`src/rtl/tscal_pkg.sv`:
```
// ----------------------------------------------------------------------------
// tscal_pkg
// Shared types, register map and constants of the touch calibration core.
// ----------------------------------------------------------------------------
package tscal_pkg;

    // converter frame and raw sample
    localparam int FRAME_W     = 16;
    localparam int FRAME_SHIFT = 3;
    localparam int RAW_W       = FRAME_W - FRAME_SHIFT;
    localparam int SAMPLE_BITS_DEF = 12;

    // acceptance window on the raw sample
    localparam logic [RAW_W-1:0] WIN_LOW  = RAW_W'(100);
    localparam logic [RAW_W-1:0] WIN_HIGH = RAW_W'(4000);

    // field widths
    localparam int ORIENT_W = 2;
    localparam int OFF_W    = 12;
    localparam int GAIN_W   = 24;
    localparam int FRAC_W   = 16;
    localparam int COORD_W  = 16;
    localparam int SIZE_W   = 12;
    localparam int POS_W    = 12;

    // apb
    localparam int APB_DW = 32;
    localparam int APB_AW = 5;
    localparam int REG_IDX_W = 3;

    localparam logic [REG_IDX_W-1:0] REG_ORIENT   = 3'd0;
    localparam logic [REG_IDX_W-1:0] REG_X_OFFSET = 3'd1;
    localparam logic [REG_IDX_W-1:0] REG_Y_OFFSET = 3'd2;
    localparam logic [REG_IDX_W-1:0] REG_X_GAIN   = 3'd3;
    localparam logic [REG_IDX_W-1:0] REG_Y_GAIN   = 3'd4;
    localparam logic [REG_IDX_W-1:0] REG_WIDTH    = 3'd5;
    localparam logic [REG_IDX_W-1:0] REG_HEIGHT   = 3'd6;

    // reset values
    localparam logic [GAIN_W-1:0] GAIN_RST   = GAIN_W'(65536);
    localparam logic [SIZE_W-1:0] WIDTH_RST  = SIZE_W'(240);
    localparam logic [SIZE_W-1:0] HEIGHT_RST = SIZE_W'(320);

    typedef enum logic [ORIENT_W-1:0] {
        ORIENT_PORTRAIT      = 2'd0,
        ORIENT_LANDSCAPE     = 2'd1,
        ORIENT_PORTRAIT_180  = 2'd2,
        ORIENT_LANDSCAPE_270 = 2'd3
    } t_orient;

    typedef struct packed {
        logic [ORIENT_W-1:0] orientation;
        logic [OFF_W-1:0]    x_offset;
        logic [OFF_W-1:0]    y_offset;
        logic [GAIN_W-1:0]   x_gain;
        logic [GAIN_W-1:0]   y_gain;
        logic [SIZE_W-1:0]   screen_width;
        logic [SIZE_W-1:0]   screen_height;
    } t_cfg;

endpackage

```
`src/rtl/touch_sample_calibrate_orient_core.sv`:
```
// ----------------------------------------------------------------------------
// touch_sample_calibrate_orient_core
// Touch sample calibration: level-change detection, window check, offset and
// gain per axis, orientation and screen clamp, with an APB register port.
// ----------------------------------------------------------------------------
// pipeline: a result passes the input register, the scale register and the
//   result register before it is on m_axis
// throughput: one word per cycle; each stage moves up when it is empty or the
//   one after it moves, so a held result stalls input once all stages are full
// reset: synchronous, active low; clears the pipeline valids, the last touch
//   level (not pressed) and all APB registers to their reset values
// ----------------------------------------------------------------------------
module touch_sample_calibrate_orient_core
    import tscal_pkg::*;
#(
    parameter int SAMPLE_BITS = SAMPLE_BITS_DEF
) (
    input  logic              i_clk,
    input  logic              i_rst_n,
    // apb
    input  logic              psel,
    input  logic              penable,
    input  logic              pwrite,
    input  logic [APB_AW-1:0] paddr,
    input  logic [APB_DW-1:0] pwdata,
    output logic [APB_DW-1:0] prdata,
    output logic              pready,
    // input stream
    input  logic              s_axis_tvalid,
    output logic              s_axis_tready,
    input  logic [31:0]       s_axis_tdata,  // x_frame[15:0], y_frame[31:16]
    input  logic              s_axis_tuser,  // touch_level[0]
    // result stream
    output logic              m_axis_tvalid,
    input  logic              m_axis_tready,
    output logic [31:0]       m_axis_tdata,  // pos_x[11:0], pos_y[23:12],
                                             // orient_used[25:24], zero[31:26]
    output logic              m_axis_tuser   // is_pressed[0]
);

    t_cfg cfg;

    tscal_regs u_regs (
        .i_clk     (i_clk),
        .i_rst_n   (i_rst_n),
        .i_psel    (psel),
        .i_penable (penable),
        .i_pwrite  (pwrite),
        .i_paddr   (paddr),
        .i_pwdata  (pwdata),
        .o_prdata  (prdata),
        .o_cfg     (cfg)
    );

    assign pready = 1'b1;

    // handshake between stages
    logic en_o;
    logic en2;
    logic en1;
    logic acc;

    logic r_last_level;

    logic             r1_v;
    logic             r1_level;
    logic [RAW_W-1:0] r1_rx;
    logic [RAW_W-1:0] r1_ry;

    logic               r2_v;
    logic               r2_level;
    logic [COORD_W-1:0] r2_cx;
    logic [COORD_W-1:0] r2_cy;

    logic                r_out_v;
    logic                r_out_level;
    logic [POS_W-1:0]    r_pos_x;
    logic [POS_W-1:0]    r_pos_y;
    logic [ORIENT_W-1:0] r_orient;

    logic               n_r1_v;
    logic               n_r2_v;
    logic               win_x;
    logic               win_y;
    logic [COORD_W-1:0] n_cx;
    logic [COORD_W-1:0] n_cy;
    logic [POS_W-1:0]   n_pos_x;
    logic [POS_W-1:0]   n_pos_y;

    assign en_o = !r_out_v || m_axis_tready;
    assign en2  = !r2_v || en_o;
    assign en1  = !r1_v || en2;
    assign acc  = s_axis_tvalid && en1;

    assign s_axis_tready = en1;

    // only a change of touch level goes on
    assign n_r1_v = acc && (s_axis_tuser != r_last_level);

    always_ff @(posedge i_clk) begin
        if (!i_rst_n) begin
            r_last_level <= 1'b0;
        end else if (acc) begin
            r_last_level <= s_axis_tuser;
        end
    end

    always_ff @(posedge i_clk) begin
        if (!i_rst_n) begin
            r1_v <= 1'b0;
        end else if (en1) begin
            r1_v <= n_r1_v;
        end
    end

    always_ff @(posedge i_clk) begin
        if (acc) begin
            r1_level <= s_axis_tuser;
            r1_rx    <= s_axis_tdata[FRAME_W-1:FRAME_SHIFT];
            r1_ry    <= s_axis_tdata[2*FRAME_W-1:FRAME_W+FRAME_SHIFT];
        end
    end

    tscal_scale #(.SAMPLE_BITS(SAMPLE_BITS)) u_scale_x (
        .i_raw    (r1_rx),
        .i_offset (cfg.x_offset),
        .i_gain   (cfg.x_gain),
        .o_in_win (win_x),
        .o_coord  (n_cx)
    );

    tscal_scale #(.SAMPLE_BITS(SAMPLE_BITS)) u_scale_y (
        .i_raw    (r1_ry),
        .i_offset (cfg.y_offset),
        .i_gain   (cfg.y_gain),
        .o_in_win (win_y),
        .o_coord  (n_cy)
    );

    // a press outside the window is dropped here
    assign n_r2_v = r1_v && (!r1_level || (win_x && win_y));

    always_ff @(posedge i_clk) begin
        if (!i_rst_n) begin
            r2_v <= 1'b0;
        end else if (en2) begin
            r2_v <= n_r2_v;
        end
    end

    always_ff @(posedge i_clk) begin
        if (en2) begin
            r2_level <= r1_level;
            r2_cx    <= n_cx;
            r2_cy    <= n_cy;
        end
    end

    tscal_orient u_orient (
        .i_level  (r2_level),
        .i_cx     (r2_cx),
        .i_cy     (r2_cy),
        .i_orient (cfg.orientation),
        .i_width  (cfg.screen_width),
        .i_height (cfg.screen_height),
        .o_pos_x  (n_pos_x),
        .o_pos_y  (n_pos_y)
    );

    always_ff @(posedge i_clk) begin
        if (!i_rst_n) begin
            r_out_v <= 1'b0;
        end else if (en_o) begin
            r_out_v <= r2_v;
        end
    end

    always_ff @(posedge i_clk) begin
        if (en_o) begin
            r_out_level <= r2_level;
            r_pos_x     <= n_pos_x;
            r_pos_y     <= n_pos_y;
            r_orient    <= cfg.orientation;
        end
    end

    assign m_axis_tvalid = r_out_v;
    assign m_axis_tuser  = r_out_level;
    assign m_axis_tdata  = {6'd0, r_orient, r_pos_y, r_pos_x};

endmodule

```
`src/rtl/tscal_regs.sv`:
```
// ----------------------------------------------------------------------------
// tscal_regs
// APB register file: orientation, offsets, gains and screen size.
// ----------------------------------------------------------------------------
module tscal_regs
    import tscal_pkg::*;
(
    input  logic              i_clk,
    input  logic              i_rst_n,
    input  logic              i_psel,
    input  logic              i_penable,
    input  logic              i_pwrite,
    input  logic [APB_AW-1:0] i_paddr,
    input  logic [APB_DW-1:0] i_pwdata,
    output logic [APB_DW-1:0] o_prdata,
    output t_cfg              o_cfg
);

    t_cfg                 r_cfg;
    logic                 wr_en;
    logic [REG_IDX_W-1:0] idx;

    assign wr_en = i_psel && i_penable && i_pwrite;
    assign idx   = i_paddr[APB_AW-1:2];

    always_ff @(posedge i_clk) begin
        if (!i_rst_n) begin
            r_cfg.orientation   <= '0;
            r_cfg.x_offset      <= '0;
            r_cfg.y_offset      <= '0;
            r_cfg.x_gain        <= GAIN_RST;
            r_cfg.y_gain        <= GAIN_RST;
            r_cfg.screen_width  <= WIDTH_RST;
            r_cfg.screen_height <= HEIGHT_RST;
        end else if (wr_en) begin
            case (idx)
                REG_ORIENT:   r_cfg.orientation   <= i_pwdata[ORIENT_W-1:0];
                REG_X_OFFSET: r_cfg.x_offset      <= i_pwdata[OFF_W-1:0];
                REG_Y_OFFSET: r_cfg.y_offset      <= i_pwdata[OFF_W-1:0];
                REG_X_GAIN:   r_cfg.x_gain        <= i_pwdata[GAIN_W-1:0];
                REG_Y_GAIN:   r_cfg.y_gain        <= i_pwdata[GAIN_W-1:0];
                REG_WIDTH:    r_cfg.screen_width  <= i_pwdata[SIZE_W-1:0];
                REG_HEIGHT:   r_cfg.screen_height <= i_pwdata[SIZE_W-1:0];
                default:      ;
            endcase
        end
    end

    always_comb begin
        case (idx)
            REG_ORIENT:   o_prdata = APB_DW'(r_cfg.orientation);
            REG_X_OFFSET: o_prdata = APB_DW'(r_cfg.x_offset);
            REG_Y_OFFSET: o_prdata = APB_DW'(r_cfg.y_offset);
            REG_X_GAIN:   o_prdata = APB_DW'(r_cfg.x_gain);
            REG_Y_GAIN:   o_prdata = APB_DW'(r_cfg.y_gain);
            REG_WIDTH:    o_prdata = APB_DW'(r_cfg.screen_width);
            REG_HEIGHT:   o_prdata = APB_DW'(r_cfg.screen_height);
            default:      o_prdata = '0;
        endcase
    end

    assign o_cfg = r_cfg;

endmodule

```
`src/rtl/tscal_scale.sv`:
```
// ----------------------------------------------------------------------------
// tscal_scale
// One axis: window check, offset removal and Q8.16 gain with saturation.
// ----------------------------------------------------------------------------
module tscal_scale
    import tscal_pkg::*;
#(
    parameter int SAMPLE_BITS = SAMPLE_BITS_DEF
) (
    input  logic [RAW_W-1:0]   i_raw,
    input  logic [OFF_W-1:0]   i_offset,
    input  logic [GAIN_W-1:0]  i_gain,
    output logic               o_in_win,
    output logic [COORD_W-1:0] o_coord
);

    localparam int SW = (SAMPLE_BITS < RAW_W) ? SAMPLE_BITS : RAW_W;
    localparam int DW = (SW > OFF_W) ? SW : OFF_W;
    localparam int PW = SW + GAIN_W;

    logic [SW-1:0] raw_m;
    logic [DW-1:0] raw_e;
    logic [DW-1:0] off_e;
    logic [DW-1:0] diff_e;
    logic [SW-1:0] diff;
    logic [PW-1:0] prod;

    assign o_in_win = (i_raw >= WIN_LOW) && (i_raw <= WIN_HIGH);

    assign raw_m  = i_raw[SW-1:0];
    assign raw_e  = DW'(raw_m);
    assign off_e  = DW'(i_offset);
    // offset removal floors at zero
    assign diff_e = (raw_e > off_e) ? (raw_e - off_e) : '0;
    assign diff   = diff_e[SW-1:0];
    assign prod   = PW'(diff) * PW'(i_gain);

    // drop the fraction, saturate to 16 bits
    assign o_coord = ((prod >> (FRAC_W + COORD_W)) != '0) ? '1
                   : prod[FRAC_W+COORD_W-1:FRAC_W];

endmodule

```
`src/rtl/tscal_orient.sv`:
```
// ----------------------------------------------------------------------------
// tscal_orient
// Applies the screen orientation and clamps both coordinates to the screen.
// ----------------------------------------------------------------------------
module tscal_orient
    import tscal_pkg::*;
(
    input  logic                i_level,
    input  logic [COORD_W-1:0]  i_cx,
    input  logic [COORD_W-1:0]  i_cy,
    input  logic [ORIENT_W-1:0] i_orient,
    input  logic [SIZE_W-1:0]   i_width,
    input  logic [SIZE_W-1:0]   i_height,
    output logic [POS_W-1:0]    o_pos_x,
    output logic [POS_W-1:0]    o_pos_y
);

    function automatic logic [COORD_W-1:0] mirror(
        input logic [COORD_W-1:0] a,
        input logic [SIZE_W-1:0]  b
    );
        logic [COORD_W-1:0] be;
        be = COORD_W'(b);
        return (a > be) ? '0 : (be - a);
    endfunction

    function automatic logic [POS_W-1:0] clamp_to(
        input logic [COORD_W-1:0] v,
        input logic [SIZE_W-1:0]  size
    );
        logic [SIZE_W-1:0] lim;
        lim = (size != '0) ? (size - 1'b1) : '0;
        return (v >= COORD_W'(size)) ? POS_W'(lim) : v[POS_W-1:0];
    endfunction

    logic [COORD_W-1:0] px;
    logic [COORD_W-1:0] py;

    always_comb begin
        case (t_orient'(i_orient))
            ORIENT_PORTRAIT: begin
                px = i_cx;
                py = i_cy;
            end
            ORIENT_LANDSCAPE: begin
                px = i_cy;
                py = mirror(i_cx, i_width);
            end
            ORIENT_PORTRAIT_180: begin
                px = mirror(i_cx, i_width);
                py = mirror(i_cy, i_height);
            end
            ORIENT_LANDSCAPE_270: begin
                px = mirror(i_cy, i_height);
                py = i_cx;
            end
            default: begin
                px = i_cx;
                py = i_cy;
            end
        endcase
    end

    // a release reports the origin
    assign o_pos_x = i_level ? clamp_to(px, i_width)  : '0;
    assign o_pos_y = i_level ? clamp_to(py, i_height) : '0;

endmodule

```
`config.mk`:
```
export PLATFORM = sky130hd
export DESIGN_NAME = touch_sample_calibrate_orient_core
export DESIGN_NICKNAME = d
export VERILOG_FILES = /design/src/rtl/tscal_pkg.sv /design/src/rtl/touch_sample_calibrate_orient_core.sv /design/src/rtl/tscal_regs.sv /design/src/rtl/tscal_scale.sv /design/src/rtl/tscal_orient.sv
export SDC_FILE = /design/constraint.sdc
export NUM_CORES = 2
export LEC_CHECK = 0
export ABC_AREA = 0
export BUFFER_PORTS_ARGS = -buffer_cell sky130_fd_sc_hd__buf_2
export CAP_MARGIN = 20
export CORE_MARGIN = 5
export CORE_UTILIZATION = 50
export CTS_CLUSTER_SIZE = 24
export DETAILED_ROUTE_END_ITERATION = 10
export GPL_ROUTABILITY_DRIVEN = 0
export GPL_TIMING_DRIVEN = 0
export MAX_ROUTING_LAYER = met4
export PLACE_DENSITY = 0.66
export SYNTH_ARGS = -nofsm -noshare
export SYNTH_HDL_FRONTEND = slang
export SYNTH_SLANG_ARGS = --single-unit
```
`constraint.sdc`:
```
create_clock -name i_clk -period 24.9 [get_ports i_clk]
set_input_delay 2.49 -clock i_clk [delete_from_list [all_inputs] [get_ports i_clk]]
set_output_delay 2.49 -clock i_clk [all_outputs]
set_load 0.05 [all_outputs]
```
==> Word-level counts from Yosys, hierarchy flattened <==
Index checks and enable logic that the tools add are counted.
{ "word_totals": {"register_bits": 189, "input_bits": 77, "out_inout_bits": 68, "word_cells": 89} }
{ "op_classes": {"add_sub_neg": 6, "mul": 2, "n_lt_le_gt_ge": 10, "eq_ne": 10, "muxes": 11, "n_reduce_logical": 29} }
{ "ops": {"columns": ["cell", "n"], "rows": [
  ["$pmux 24 s7", 1],
  ["$pmux 16 s4", 2],
  ["$mul 12x24->36", 2],
  ["$mux 12", 6],
  ["$reduce_bool 36->1", 2],
  ["$ge 16x12->1", 2],
  ["$gt 16x12->1", 2],
  ["$mux 16", 2],
  ["$sub 12x16->16", 2],
  ["$ge 13x7->1 const B", 2],
  ["$le 13x12->1 const B", 2],
  ["$gt 12x12->1", 2],
  ["$reduce_bool 12->1", 2],
  ["$sub 12x1->12 const B", 2],
  ["$sub 12x12->12", 2],
  ["$reduce_and 2->1", 7],
  ["$eq 3x3->1 const B", 3],
  ["$logic_and 1x1->1", 8],
  ["$eq 3x2->1 const B", 2],
  ["$eq 2x2->1 const B", 2],
  ["$logic_not 1->1", 4],
  ["$logic_or 1x1->1", 4],
  ["$eq 3x1->1 const B", 1],
  ["$logic_not 3->1", 1],
  ["3 further kinds", 3]
]} }

==> Logic depth before layout (Yosys ltp) <==
{ "depth": {"ltp_word": 6, "mapped_depth": 34, "ltp_nobuf": 31} }

==> Cells and area by module <==
A second synthesis with hierarchy kept.
{ "hier_totals": {"cells_unflattened": 3480, "area_unflattened_um2": 30431.7} }
{ "by_module_without_submodules": {"columns": ["mod", "instances", "cells_per_inst", "area_each_um2", "seq_area_each_um2"], "rows": [
  ["tscal_scale at u_scale_y", 1, 1224, 9934.5, 0.0],
  ["tscal_scale at u_scale_x", 1, 1209, 9776.9, 0.0],
  ["tscal_regs", 1, 464, 4441.8, 1961.9],
  ["tscal_orient", 1, 468, 3410.8, 0.0],
  ["touch_sample_calibrate_orient_core", 1, 115, 2867.8, 2692.6]
]} }

==> Least setup slack after synthesis <==
OpenSTA, ideal clock, no wires.
{ "synth_timing": {"kind": "flip-flop to flip-flop", "start": "register r1_ry[0]", "end": "register r2_cy[10] (data pin)", "setup_time_ns": 0.266, "t_arrival_ns": 8.098, "required_ns": 24.634, "slack_ns": 16.536, "stages_incl_launch_ff": 31, "n_path_buf": 3, "cell_sequence": "edfxtp_1 inv_1 ha_1 fa_1 nand2b_1 a2111oi_4 a2111oi_4 or2_2 clkbuf_1 nor3_1 clkbuf_1 nand2_1 fa_1 fa_1 inv_1 fa_1 fa_1 inv_1 fa_1 inv_1 ha_1 nand4_2 or4_1 or4b_1 o22a_1 a21oi_2 a31oi_1 xnor2_2 a221oi_4 buf_6 nand3_2"} }
{ "synth_via": {"elab_chain_len": 4, "elab_cells_between_ends": 5, "classes_between": "1 x add/sub; 1 x mul; 1 x order compare; 1 x mux; 1 x reduce/logical"} }
{ "synth_lines": {"columns": ["item", "line_no", "rtl"], "rows": [
  ["start, declared", "touch_sample_calibrate_orient_core.sv:68", "logic [RAW_W-1:0] r1_ry;"],
  ["start signal, assigned", "touch_sample_calibrate_orient_core.sv:120", "r1_ry <= s_axis_tdata[2*FRAME_W-1:FRAME_W+FRAME_SHIFT];"],
  ["$sub 12x12->12 or $gt 12x12->1 (tied branches)", "tscal_scale.sv:34", "assign diff_e = (raw_e > off_e) ? (raw_e - off_e) : '0;"],
  ["$mux 12 (*)", "tscal_scale.sv:34", null],
  ["$mul 12x24->36 (*)", "tscal_scale.sv:36", "assign prod = PW'(diff) * PW'(i_gain);"],
  ["$reduce_bool 36->1", "tscal_scale.sv:39", "assign o_coord = ((prod >> (FRAC_W + COORD_W)) != '0) ? '1"],
  ["end signal, assigned", "touch_sample_calibrate_orient_core.sv:155", "r2_cy <= n_cy;"],
  ["end, declared", "touch_sample_calibrate_orient_core.sv:73", "logic [COORD_W-1:0] r2_cy;"]
]} }
Mark *: on every way between the ends. The rest lies on a longest branch, timed or not.
A chain may end at the register's enable or synchronous reset.

==> Worst setup path in the final report <==
{ "layout_timing": {"start": "register r1_ry[0]", "end": "register r2_cy[8] (data pin)"} }
The elaborated chain is that of the path after synthesis.

==> summary.md <==
| Metric | Value |
|---|---|
| Number of top-level pins | `145` |
| Yosys top cell area share | `0.294` |
| DIE AREA | `65,200 um^2` |
| CTS Buf Count | `17` |
| Synth area leaders | `fa_1 29%, ha_1 8.9%, edfxtp_1 8.7%` |
| Clock Tree Buf Depth | `2` |
| Final TNS setup | `0 ns` |
| GRT Total Usage | `0.297` |
| Clk Latency, worst-skew pair | `0.47 ns` |
| Crit path top cell by count | `fa_1` |
| Vertical die dimension | `255 um` |
| Chip width | `approximately 260 um` |
| CP peak stage delay | `0.70 ns` |
| Minimum clock period after layout | `roughly 10 ns` |
| Sequential power share | `0.317` |
| Initial antenna violation count | `7` |
| # setup viols final | `0` |
| WL final | `around 95,000 um` |
| Vias | `approximately 26,000` |
| Worst VDD drop | `~0.044 mV` |
| Routed Antenna Nets | `0` |
| Fin. max-slew vios | `0` |
| Worst Setup Path Type | `reg -> reg` |
| Ys flop type | `dfxtp_1` |
| Post-synthesis sequential area ratio | `0.155` |
| Leakage | `roughly 0.015 uW` |
| PnR worst setup slack | `14.58 ns` |
| Status | `complete, no violations` |
| Critical Path Fanout Max | `10` |
| Hold WS | `between 0.4 and 0.5 ns` |
| Flops & latches, synth | `about 190` |
| Critical Path RT | `roughly 25 ns` |
| Ys async rst share | `0` |
| Sw frac | `0.443` |
| R2R depth | `31` |
| Initial Utilization | `0.502` |
| Clk network pwr share | `0.243` |
| CTS HTree Levels | `4` |
| Final Skew | `about 0.019 ns` |
| Final Non-Filler Cells | `about 4,500` |
| Clk root buf | `clkbuf_16` |
| First-pass GRT wire length | `149,000 um` |
| CP max-delay cell | `nor3_1` |
| Clk pin slew, worst setup/hold paths | `~0.080 ns` |
| Hold path startpoint | `r1_level` |
| Pre-CTS setup slack | `between 10 and 15 ns` |
| Max-slew headroom | `0.282` |
| Post-route DRC | `0` |
| Resize count post-CTS | `0` |
| Core footprint | `about 60,000 um^2` |
| Final hold vios | `0` |
| Syn. warnings | `0` |
| EDFF count, synth | `87` |
| CP endpoint kind | `register` |
| Routed wire per std cell | `approximately 21 um` |
| WP data arrival | `10.52 ns` |
| Register area | `roughly 4700 um^2` |
| Cells after Synth | `3,516` |
| Syn_area_per_cell | `8.57 um^2` |
| Vias in the first global route | `around 25,000` |
| Critical path launch point type | `register` |
| DRT Pass-1 Iters | `7` |
| Largest net degree at the start of global routing | `35` |
| Post-synth top area cell | `fa_1` |
| CTS tree | `built` |
| Std cell rows | `90` |
| Synth cell types | `91` |
| Area growth syn-to-layout | `7.57%` |
| R2r startpoint | `r1_ry[0]` |
| Layout filler cell count | `roughly 5,700` |
| Comb power frac | `0.440` |
| Worst Tran Pin Value | `approximately 1.1 ns` |
| Int Pwr | `around 660 uW` |
| CTS Sinks | `189` |
| Hold crit path type | `reg -> reg` |
| Setup bufs post-CTS | `0` |
| R2R setup slack | `about 15 ns` |
| Power Density | `about 36 nW/um^2` |
| IO buf count | `111` |
| Nets | `between 4,000 and 5,000` |
| Reg2Reg Capture Point | `r2_cy[8]` |
| Inst Count DP | `~4,400` |
| Layout cells sized above 1 | `0.0642` |
| Post-Layout Inst Area | `32,400 um^2` |
| Hold path cells | `0` |
| Top-count cell post-synth | `nand2_1` |
| Post-synth top cells | `622 x nand2_1, 546 x inv_1, 442 x fa_1` |
| Post-Syn Area | `between 30,000 and 40,000 um^2` |
| Detailed placement HPWL | `a little under 80,000 um` |
| Initial drt markers | `about 2,200` |
| Area of the multi-input gates | `between 20,000 and 25,000 um^2` |
| Final Cycle Share | `0.415` |
| Psw | `about 520 uW` |
| Gr ovfl total | `0` |
| Max Cap Violations | `0` |
| RSZ-0062 raised after global routing | `no` |
| Placed inst area | `~32,000 um^2` |
| Cts hold-fix bufs | `0` |
| F_max | `~97 MHz` |
| Vias/cell | `~5.8` |
| Hold Path End | `r2_level` |
==> cell usage in the layout, fill, tap and decap left out, types with 28 or more instances in the layout <==
cell type	Yosys	final
inv_1	546	546
nand4_1	28	28
fa_1	442	442
edfxtp_1	87	87
nand2_1	622	621
and2_1	119	118
o21ai_0	73	73
a21boi_0	95	95
nor2_1	100	100
ha_1	214	214
dfxtp_1	102	102
buf_2	6	119
a21o_1	45	45
mux2i_1	34	34
a21oi_1	123	123
and3_1	68	68
nand3_1	91	91
clkbuf_1	188	188
nor3_1	53	52
xnor2_1	51	51
==> flip-flops by register name, summed over array words and instances (netlist names) <==
| signal | cells |
|---|---|
| r1_v | 1 |
| u_regs.o_cfg | 98 |
| r_pos_y | 12 |
| r_orient | 2 |
| r1_level | 1 |
| r2_v | 1 |
| r2_level | 1 |
| m_axis_tvalid | 1 |
| r_pos_x | 12 |
| r1_ry | 13 |
| r2_cy | 16 |
| r2_cx | 16 |
| r1_rx | 13 |
| m_axis_tuser | 1 |
| r_last_level | 1 |
==> metal layers <==
metal | vias up | global-route usage | share of wire
met5 | - | - | 0
met4 | 0 | 0.0835 | 0.033
met3 | 178 | 0.0646 | 0.098
met2 | 1175 | 0.444 | 0.44
met1 | 12624 | 0.414 | 0.43
li1 | 11740 | - | -
==> cell type report <==
cell class	instances	area share
timing repair buffer	117	0.0184
tap	782	0.0302
inverter	547	0.0634
buffer	216	0.0275
multi-input combinational	2577	0.697
clock buffer	17	0.0131
clock inverter	15	0.00645
sequential	189	0.144
antenna	4	0.000309
==> how the worst max path moves through the flow <==
| stage | slack [ns] | startpoint | end |
|---|---|---|---|
| final | 14.58 | r1_ry[0] | r2_cy[8] |
| after global routing | 14.27 | r1_ry[0] | r2_cy[8] |
| after floorplan | 16.54 | r1_ry[0] | r2_cy[10] |
| after detailed placement | 14.90 | r1_ry[0] | r2_cy[8] |
| after CTS | 14.86 | r1_ry[0] | r2_cy[8] |
| after global placement | 14.55 | r1_rx[0] | r2_cx[3] |
==> power groups by stage <==
stage / Combinational (uW) / Sequential, uW / Clock [uW]
2_1_floorplan: 309 / 415 / 0
3_3_place_gp: 500 / 380 / 0
3_5_place_dp: 506 / 381 / 0
4_1_cts: 508 / 374 / 290
5_1_grt: 562 / 377 / 303
6_report: 519 / 374 / 286
==> worst max-delay path, delay by kind of cell, from the launching register on <==
family | cells | cell delay [ns]
AND/OR/NAND/NOR | 8 | 2.71
AO/OA/AOI/OAI | 6 | 1.70
adder cells (fa/ha/maj) | 8 | 3.48
flip-flops | 1 | 0.49
XOR/XNOR | 1 | 0.18
buffers and inverters | 8 | 1.47
==> logic make-up after synthesis <==
group	Yosys count	share of synthesized area
simple gates	1232	0.198
buf+inv	763	0.0977
fa+ha+maj	656	0.383
compound gates	546	0.126
flops	189	0.155
xor+xnor	77	0.0226
mux	51	0.0184
other cells	2	0.000249
==> stage by stage <==
stage | utilization | total power (uW)
finish | 0.540 | 1180
detailed placement | 0.529 | 887
CTS | 0.540 | 1170
floorplan | - | 724
global placement | 0.528 | 880
global route | 0.540 | 1240
No activity file was read; power rests on OpenSTA's default activity.
